`config.mk`:
```
export PLATFORM = sky130hd
export DESIGN_NAME = soundex_word_encoder
export DESIGN_NICKNAME = d
export VERILOG_FILES = /design/src/rtl/core/scx_pkg.sv /design/src/rtl/core/soundex_word_encoder.sv /design/src/rtl/core/scx_classify.sv /design/src/rtl/core/scx_state.sv
export SDC_FILE = /design/constraint.sdc
export NUM_CORES = 1
export LEC_CHECK = 0
export BUFFER_PORTS_ARGS = -buffer_cell sky130_fd_sc_hd__buf_2
export CAP_MARGIN = 40
export CORE_ASPECT_RATIO = 1.2
export CORE_MARGIN = 2
export CORE_UTILIZATION = 61
export CTS_CLUSTER_SIZE = 12
export DETAILED_ROUTE_END_ITERATION = 10
export PLACE_DENSITY = 0.84
export SLEW_MARGIN = 20
export SYNTH_ARGS = -nofsm -noshare
export SYNTH_HDL_FRONTEND = slang
export SYNTH_SLANG_ARGS = --single-unit
```
`constraint.sdc`:
```
create_clock -name clk -period 5.12 [get_ports clk]
set_clock_uncertainty 0.1 [all_clocks]
set_input_delay 0.256 -clock clk [delete_from_list [all_inputs] [get_ports clk]]
set_output_delay 0.256 -clock clk [all_outputs]
set_load 0.05 [all_outputs]
```
`src/rtl/core/scx_pkg.sv`:
```
// Shared constants, types and the letter class function for the Soundex encoder.
package scx_pkg;

  localparam int CODE_LENGTH = 4;
  localparam int DIGIT_SLOTS = 3;
  localparam int DIGIT_LIMIT_INT =
    (CODE_LENGTH - 1 > DIGIT_SLOTS) ? DIGIT_SLOTS : CODE_LENGTH - 1;
  localparam logic [1:0] DIGIT_LIMIT = 2'(DIGIT_LIMIT_INT);

  localparam logic [2:0] DIGIT_NONE     = 3'd0;
  localparam logic [2:0] DIGIT_NONALPHA = 3'd6;
  localparam logic [7:0] CASE_OFFSET    = 8'd32;

  typedef logic [2:0] digit_t;

  typedef struct packed {
    logic [7:0] first_char;
    digit_t     digit_one;
    digit_t     digit_two;
    digit_t     digit_three;
  } scx_code_t;

  function automatic digit_t class_digit(input logic [7:0] ch);
    logic [7:0] u;
    digit_t     d;
    u = ch;
    if (ch >= "a" && ch <= "z") begin
      u = ch - CASE_OFFSET;
    end
    unique case (u) inside
      "A", "E", "I", "O", "U", "H", "W", "Y": d = DIGIT_NONE;
      "B", "F", "P", "V":                     d = 3'd1;
      "C", "G", "J", "K", "Q", "S", "X", "Z": d = 3'd2;
      "D", "T":                               d = 3'd3;
      "M", "N":                               d = 3'd4;
      "L":                                    d = 3'd5;
      default:                                d = DIGIT_NONALPHA;
    endcase
    return d;
  endfunction

endpackage

```
`src/rtl/core/soundex_word_encoder.sv`:
```
// Soundex word encoder top level with input handshake and result register.
//
// Takes one byte of a word per cycle; the byte flagged last_char yields one
// four-character code (first byte plus three class digits, zero padded) in the
// result register on the following cycle. Throughput is one byte per cycle:
// in_ready drops only while a finished code sits in the result register and
// out_ready is low. out_valid is registered alongside the result.
module soundex_word_encoder
  import scx_pkg::*;
(
  input  logic       clk,
  input  logic       rst,
  input  logic       in_valid,
  output logic       in_ready,
  input  logic [7:0] char_in,
  input  logic       last_char,
  output logic       out_valid,
  input  logic       out_ready,
  output logic [7:0] first_char,
  output logic [2:0] digit_one,
  output logic [2:0] digit_two,
  output logic [2:0] digit_three
);

  logic      accept;
  digit_t    digit;
  scx_code_t code;
  scx_code_t result;

  assign in_ready = !out_valid || out_ready;
  assign accept   = in_valid && in_ready;

  scx_classify u_classify (
    .char_in (char_in),
    .digit   (digit)
  );

  scx_state u_state (
    .clk       (clk),
    .rst       (rst),
    .accept    (accept),
    .last_char (last_char),
    .char_in   (char_in),
    .digit     (digit),
    .code      (code)
  );

  always_ff @(posedge clk) begin
    if (rst) begin
      out_valid <= 1'b0;
    end else if (accept && last_char) begin
      out_valid <= 1'b1;
    end else if (out_ready) begin
      out_valid <= 1'b0;
    end
  end

  always_ff @(posedge clk) begin
    if (accept && last_char) begin
      result <= code;
    end
  end

  assign first_char  = result.first_char;
  assign digit_one   = result.digit_one;
  assign digit_two   = result.digit_two;
  assign digit_three = result.digit_three;

endmodule

```
`src/rtl/core/scx_classify.sv`:
```
// Byte to Soundex class digit decoder.
module scx_classify
  import scx_pkg::*;
(
  input  logic [7:0] char_in,
  output digit_t     digit
);

  assign digit = class_digit(char_in);

endmodule

```
`src/rtl/core/scx_state.sv`:
```
// Per-word state: first byte, kept digits and last digit, with the code it forms.
module scx_state
  import scx_pkg::*;
(
  input  logic       clk,
  input  logic       rst,
  input  logic       accept,
  input  logic       last_char,
  input  logic [7:0] char_in,
  input  digit_t     digit,
  output scx_code_t  code
);

  logic [7:0] held_first;
  digit_t     held_digits [DIGIT_SLOTS];
  logic [1:0] digits_kept;
  digit_t     previous_digit;
  logic       inside_word;

  logic [7:0] held_first_next;
  digit_t     held_digits_next [DIGIT_SLOTS];
  logic [1:0] digits_kept_next;
  digit_t     previous_digit_next;
  logic       inside_word_next;
  digit_t     out_digits [DIGIT_SLOTS];

  always_comb begin
    held_first_next     = held_first;
    held_digits_next    = held_digits;
    digits_kept_next    = digits_kept;
    previous_digit_next = previous_digit;
    inside_word_next    = inside_word;
    if (!inside_word) begin
      held_first_next  = char_in;
      inside_word_next = 1'b1;
    end else if (digit != DIGIT_NONE && digit != previous_digit) begin
      if (digits_kept < DIGIT_LIMIT) begin
        held_digits_next[digits_kept] = digit;
        digits_kept_next              = digits_kept + 2'd1;
      end
      previous_digit_next = digit;
    end
  end

  always_comb begin
    for (int k = 0; k < DIGIT_SLOTS; k++) begin
      out_digits[k] = (2'(k) < digits_kept_next) ? held_digits_next[k] : DIGIT_NONE;
    end
  end

  assign code.first_char  = held_first_next;
  assign code.digit_one   = out_digits[0];
  assign code.digit_two   = out_digits[1];
  assign code.digit_three = out_digits[2];

  always_ff @(posedge clk) begin
    if (rst || (accept && last_char)) begin
      held_first     <= '0;
      held_digits    <= '{default: DIGIT_NONE};
      digits_kept    <= '0;
      previous_digit <= DIGIT_NONE;
      inside_word    <= 1'b0;
    end else if (accept) begin
      held_first     <= held_first_next;
      held_digits    <= held_digits_next;
      digits_kept    <= digits_kept_next;
      previous_digit <= previous_digit_next;
      inside_word    <= inside_word_next;
    end
  end

endmodule

```
**Word level (Yosys, flattened, before mapping)**

Index checks and enable logic that the tools add are counted.

- $add $sub $neg: 2
- $lt $le $gt $ge: 8
- Eq/ne operators: 26
- Multiplexer cells: 14
- Bitwise gates (word level): 1
- Reduce and logical (&&, ||, !) cells: 16

Operator list:

| operator | count |
|---|---|
| 8-bit by 7-bit == test with 1-bit output, second input constant | 25 |
| 9-bit 2-to-1 mux | 3 |
| 3-bit case mux with 6 select lines | 1 |
| 8-bit 2-to-1 mux | 2 |
| 8-bit OR reduction | 2 |
| 9-bit bitwise mux | 1 |
| 8-bit by 7-bit greater-or-equal comparator with 1-bit output, second input constant | 1 |
| 8-bit by 7-bit <= comparator with 1-bit output, second input constant | 1 |
| 8-bit by 6-bit subtractor with 8-bit output, second input constant | 1 |
| 3-bit demux with 2-bit select | 1 |
| 2-bit 2-to-1 mux | 3 |
| 1-bit logical AND | 5 |
| 1-bit by 2-bit less-than comparator with 1-bit output, first input constant | 2 |
| 2-bit OR reduction | 2 |
| 4-bit OR reduction | 1 |
| 3-bit greater-or-equal comparator, second input constant | 1 |
| 3-bit by 1-bit less-than comparator with 1-bit output, second input constant | 1 |
| 3-bit 2-to-1 mux | 1 |
| 3-bit inequality test | 1 |
| 2-bit NOT with 3-bit output | 1 |
| 3-bit AND reduction | 1 |
| 3-bit nonzero test | 1 |
| 2-bit by 1-bit adder with 2-bit output, second input constant | 1 |
| 1-bit logical OR | 2 |
| 5 further kinds | 6 |

- Register bits: 41
- Input port bits: 13
- Word-level logic and storage cells: 79

**Depth between registers and ports, before layout**

- Depth in word-level cells: 11
- Gate-level depth with buffers: 10
- Gate-level depth less buffers: 9

**Hierarchy**

Synthesis repeated with hierarchy kept, for this count alone.

- Cell total of the unflattened synthesis: 205
- Area total of the unflattened synthesis: 2199.6 um^2

Modules (own cells, without submodules):

| module | times used | cells each | area an instance (um^2) |
|---|---|---|---|
| scx_state | 1 | 148 | 1405.1 |
| soundex_word_encoder | 1 | 23 | 578.1 |
| scx_classify | 1 | 34 | 216.5 |

**Least setup slack after synthesis**

No wires, ideal clock.

- Path type: flip-flop to flip-flop
- From: reg out_valid
- To: reg u_state.held_first[0]
- Library setup time: 128 ps
- Arrival: 2667 ps
- Data required time: 4892 ps
- Slack: 2226 ps
- Stages on the path, launching flop included: 10
- Path buffers: 3
- Clock period less this slack: 2894 ps
- Path through: dfxtp_1 -> nand2b_1 -> and2_1 -> buf_2 -> nand2_1 -> inv_1 -> or2_2 -> clkbuf_1 -> clkbuf_1 -> nor2_1

- Cells in the longest elaborated chain, start to end: 5

RTL lines:

| item | line | text |
|---|---|---|
| start, declared | soundex_word_encoder.sv:17 | `output logic out_valid,` |
| start signal, assigned | soundex_word_encoder.sv:50 | `out_valid <= 1'b0;` |
| start signal, assigned | soundex_word_encoder.sv:52 | `out_valid <= 1'b1;` |
| start signal, assigned | soundex_word_encoder.sv:54 | `out_valid <= 1'b0;` |
| 1-bit zero test * | soundex_word_encoder.sv:30 | `assign in_ready = !out_valid \|\| out_ready;` |
| 1-bit logical OR * | soundex_word_encoder.sv:30 |  |
| via in_ready | soundex_word_encoder.sv:14 | `output logic in_ready,` |
| 1-bit logical AND * | soundex_word_encoder.sv:31 | `assign accept = in_valid && in_ready;` |
| 1-bit logical AND | scx_state.sv:57 | `if (rst \|\| (accept && last_char)) begin` |
| 1-bit logical OR | scx_state.sv:57 |  |
| end signal, assigned | scx_state.sv:64 | `held_first <= held_first_next;` |
| end, declared | scx_state.sv:14 | `logic [7:0] held_first;` |

The timed path passes the listed nets; every way through them passes the cells marked *.
A chain may end at the register's enable or synchronous reset.

**Worst setup path in the final report**

- From: in char_in[5]
- To: reg result (netlist bit digit_three[2]) (data pin)

- Cells in the longest elaborated chain, start to end: 11
- Elaborated cells on any way between the ends: 46
- Classes of those cells: 1 x add/sub; 3 x order compare; 26 x eq/ne; 8 x mux; 8 x reduce/logical

RTL lines:

| item | line | text |
|---|---|---|
| start, declared | soundex_word_encoder.sv:15 | `input logic [7:0] char_in,` |
| 8-bit by 7-bit greater-or-equal comparator with 1-bit output or 8-bit by 7-bit <= comparator with 1-bit output (tied branches) | scx_pkg.sv:27 | `if (ch >= "a" && ch <= "z") begin` |
| 1-bit logical AND | scx_pkg.sv:27 |  |
| 8-bit 2-to-1 mux * | scx_pkg.sv:27 |  |
| 8-bit by 7-bit == test with 1-bit output | scx_classify.sv:9 | `assign digit = class_digit(char_in);` |
| 8-bit OR reduction (tied with other cells) | scx_pkg.sv:30 | `unique case (u) inside` |
| 3-bit case mux with 6 select lines * | scx_pkg.sv:30 |  |
| 3-bit inequality test or 3-bit nonzero test (tied branches) | scx_state.sv:36 | `end else if (digit != DIGIT_NONE && digit != previous_digit) begin` |
| 1-bit logical AND | scx_state.sv:36 |  |
| 2-bit 2-to-1 mux | scx_state.sv:36 |  |
| 2-bit 2-to-1 mux | scx_state.sv:33 | `if (!inside_word) begin` |
| 2-bit less-than comparator | scx_state.sv:47 | `out_digits[k] = (2'(k) < digits_kept_next) ? held_digits_next[k] : DIGIT_NONE;` |
| end signal, assigned | soundex_word_encoder.sv:60 | `result <= code;` |
| end, declared | soundex_word_encoder.sv:28 | `scx_code_t result;` |

Every way passes the cells marked *; elsewhere a longest branch is shown, timed or not.

==> flow_metrics.py <==
metrics = {
    "status": {
        "status": "complete, but fails checks",
        "failed_checks": "design-rule violations",
    },
    "power": {
        "power_frac_clock_pct": 34.5,
        "power_density_nw_per_um2": 303,
        "p_sw_w": 0.000193,
        "combPwrFrac_pct": 15.7,
        "leakage_nw": 0.929,
        "p_seq_share_pct": 49.8,
        "power.internal_w": 0.000535,
        "p_sw_share_pct": 26.6,
        "vdd_ir_drop_max_mv": 0.155,
    },
    "detailed_routing": {
        "drtPass1Iterations": 8,
        "vias_per_cell": 5.97,
        "drc": 4,
        "routedWlPerCell_um": 14.8,
        "wl_mm": 4.29,
        "vias": 1726,
        "drtIter0Drc": 44,
        "antenna_left": 0,
    },
    "clock_network": {
        "clock-sinks": 41,
        "cts-resized-gates": 0,
        "cts_tree": "yes",
        "clkTransAtPathRegs_ns": 0.07,
        "htree_num_levels": 2,
        "hold_buffers": 0,
        "cts_buffers": 5,
        "clock-root-buffer": "clkbuf_8",
        "clk-insertion-delay-late_ns": 0.29,
        "cts.path.max_buffers": 2,
        "cts_post_setup_buffers_inserted": 0,
    },
    "place": {
        "portBuffers": 31,
        "gp_routability_congestion": 0.875,
        "dp_slack_ns": 1.92,
        "dp_hpwl_mm": 3.12,
    },
    "logic_synthesis": {
        "synth_edf_count": 17,
        "synth_cell_types": 56,
        "yosysTopAreaCell": "edfxtp_1",
        "synth_area_per_cell_um2": 9.56,
        "yosysTopAreaCellShare_pct": 23.1,
        "ys_ff_latch": 41,
        "synthCells": 231,
        "syn-num-nets": 245,
        "ys_warn_count": 0,
        "synth_flop_cell": "dfxtp_1",
        "ys_seq_area_share_pct": 44.9,
        "synthTopCellsByArea": "edfxtp_1, dfxtp_1, mux2i_1, nand2_1, nor2_1",
        "ys_async_sr_fraction_pct": 0,
        "syn_area_um2": 2210,
    },
    "die": {
        "die_h_um": 69.9,
        "die_area_um2": 4120,
        "die_x_um": 58.9,
        "initial_core_util_pct": 65.0,
        "rows": 23,
        "coreArea_um2": 3400,
        "io_pins": 32,
    },
    "global_route": {
        "grt_overflow_total": 0,
        "track_usage_pct": 22.1,
        "grt_max_degree": 21,
        "grt_pass1_wl_mm": 7.09,
        "grt_antenna_before_repair": 0,
        "grt_pass1_vias": 1585,
    },
    "sta": {
        "setup_ws_ns": 2.21,
        "clock.fmax_mhz": 343,
        "rsz0062_at_grt": "false",
        "final.period_utilization_pct": 56.9,
        "report.final.slew_viol_count": 0,
        "worst_slew_pin_slew_ns": 0.708,
        "finalCriticalPeriod_ns": 2.91,
        "setup_tns_ns": 0,
        "setup_viol": 0,
        "max_slew_margin_pct": 52.4,
        "finalHoldViolations": 0,
    },
    "final_layout": {
        "seq_area_um2": 991,
        "drive_gt1_share_pct": 21.0,
        "num_antenna_cells": 0,
        "final_util_pct": 70.8,
        "nNetsFinal": 265,
        "n_fill_cell": 269,
        "multiInputGateArea_um2": 1080,
        "areaGrowthSynthToFinish_pct": 8.90,
    },
    "critical_path": {
        "cp-startpoint": "char_in[5]",
        "crit_end": "digit_three[2]$_SDFFCE_PP0P_",
        "required_ns": 5.07,
        "worst_setup_path_end_kind": "register",
        "cp.arrival_ns": 2.86,
        "r2r_setup_slack_ns": 2.65,
        "reg2reg_depth": 7,
        "cp_max_fo": 15,
        "r2r_start": "u_state.previous_digit[0]$_SDFFE_PP0P_",
        "path_class": "primary input to register",
        "start_kind": "primary input",
        "regToRegEndpoint": "digit_one[0]$_SDFFCE_PP0P_",
    },
    "worst_hold_path": {
        "holdCritPathClass": "primary input to register",
        "min_from": "rst",
    },
    "run": {
        "drv_cap": 0,
    },
}
-- through the flow --
step | cells | hold WS [ns] | area (um^2) | power [W]
floorplan | 231 | 0.225 | 2210 | 0.000464
global placement | 281 | 0.351 | 2300 | 0.000481
detailed placement | 281 | 0.358 | 2300 | 0.000484
CTS | 289 | 0.0627 | 2400 | 0.000731
global route | 289 | 0.0707 | 2400 | 0.000757
finish | 289 | 0.0782 | 2400 | 0.000728
-- worst min-delay path by stage --
stage	end	slack (ns)	cells past startpoint
after floorplan	out_valid$_SDFFE_PP0P_	0.23	1
after global placement	u_state.held_digits[4]$_SDFFE_PP0P_	0.35	2
after detailed placement	u_state.held_digits[4]$_SDFFE_PP0P_	0.36	2
after CTS	out_valid$_SDFFE_PP0P_	0.06	2
after global routing	out_valid$_SDFFE_PP0P_	0.07	2
final	out_valid$_SDFFE_PP0P_	0.08	2
-- cells in the mapped netlist, types with 5 or more instances --
| library cell | count |
|---|---|
| dfxtp_1 | 24 |
| buf_2 | 5 |
| o31ai_1 | 5 |
| nor2_1 | 20 |
| inv_1 | 6 |
| a21oi_1 | 13 |
| nor2b_1 | 8 |
| nand2_1 | 31 |
| clkbuf_1 | 5 |
| o21ai_0 | 10 |
| edfxtp_1 | 17 |
| mux2i_1 | 12 |
-- kinds of logic (layout without fill, tap and decap cells) --
logic type	Yosys count	after routing	share of synthesized area, %
and+or+nand+nor	90	90	20.9
AOI/OAI and AO/OA	57	57	19.0
DFF	41	41	44.9
buffers and inverters	24	45	6.12
muxes	17	17	8.16
adders and majority gates	1	1	0.566
xor gates and xnor gates	1	1	0.397
-- cell usage in the layout, fill, tap and decap left out, types with 3 or more instances in the layout --
master and count:
nand2b_1 3, clkbuf_8 5, o211ai_1 3, inv_1 6, o31ai_1 5, nor2b_1 8, mux2i_1 12, edfxtp_1 17
o21ai_1 3, a311oi_1 4, nand3_1 4, dfxtp_1 24, or2_2 3, a21oi_1 13, nor2_1 20, o21ai_0 10
nor3_1 4, nand2_1 31, mux2_2 4, buf_2 31
-- routing by layer --
| layer | vias up | share of wire, % | GRT usage, % |
|---|---|---|---|
| li1 | 881 | - | - |
| met3 | 8 | 3.1 | 3.52 |
| met1 | 799 | 45 | 29.5 |
| met2 | 38 | 49 | 34.8 |
| met5 | - | 0 | 0 |
| met4 | 0 | 2.2 | 9.85 |
-- state kept, by name (all words and copies together) (netlist names) --
name and count:
u_state.inside_word 1, first_char 8, digit_two 3, u_state.held_digits 9, u_state.held_first 8, digit_three 3, digit_one 3, out_valid 1
u_state.digits_kept 2, u_state.previous_digit 3
-- layout make-up --
cell class | count | area share [%]
timing repair buffer | 31 | 6.45
clock inverter | 2 | 1.46
tap | 37 | 1.93
sequential | 41 | 41.2
inverter | 6 | 0.937
clock buffer | 6 | 3.02
multi-input combinational | 166 | 45.0
-- power by group through the flow --
stage	Combinational, W	Clock (W)	Sequential (W)
2_1_floorplan	0.0000755	0	0.000388
3_3_place_gp	0.000111	0	0.000369
3_5_place_dp	0.000114	0	0.000370
4_1_cts	0.000114	0.000254	0.000362
5_1_grt	0.000125	0.000268	0.000364
6_report	0.000115	0.000251	0.000363
-- critical path: stages --
cell and delay, ns:
buf_2 0.11, inv_1 0.07, ha_1 0.28, o21ai_0 0.17
o311ai_1 0.18, nor4_2 0.65, nor2_1 0.18, a221o_1 0.49
a32o_1 0.32, and2_1 0.15
(Power assumes the default switching activity.)
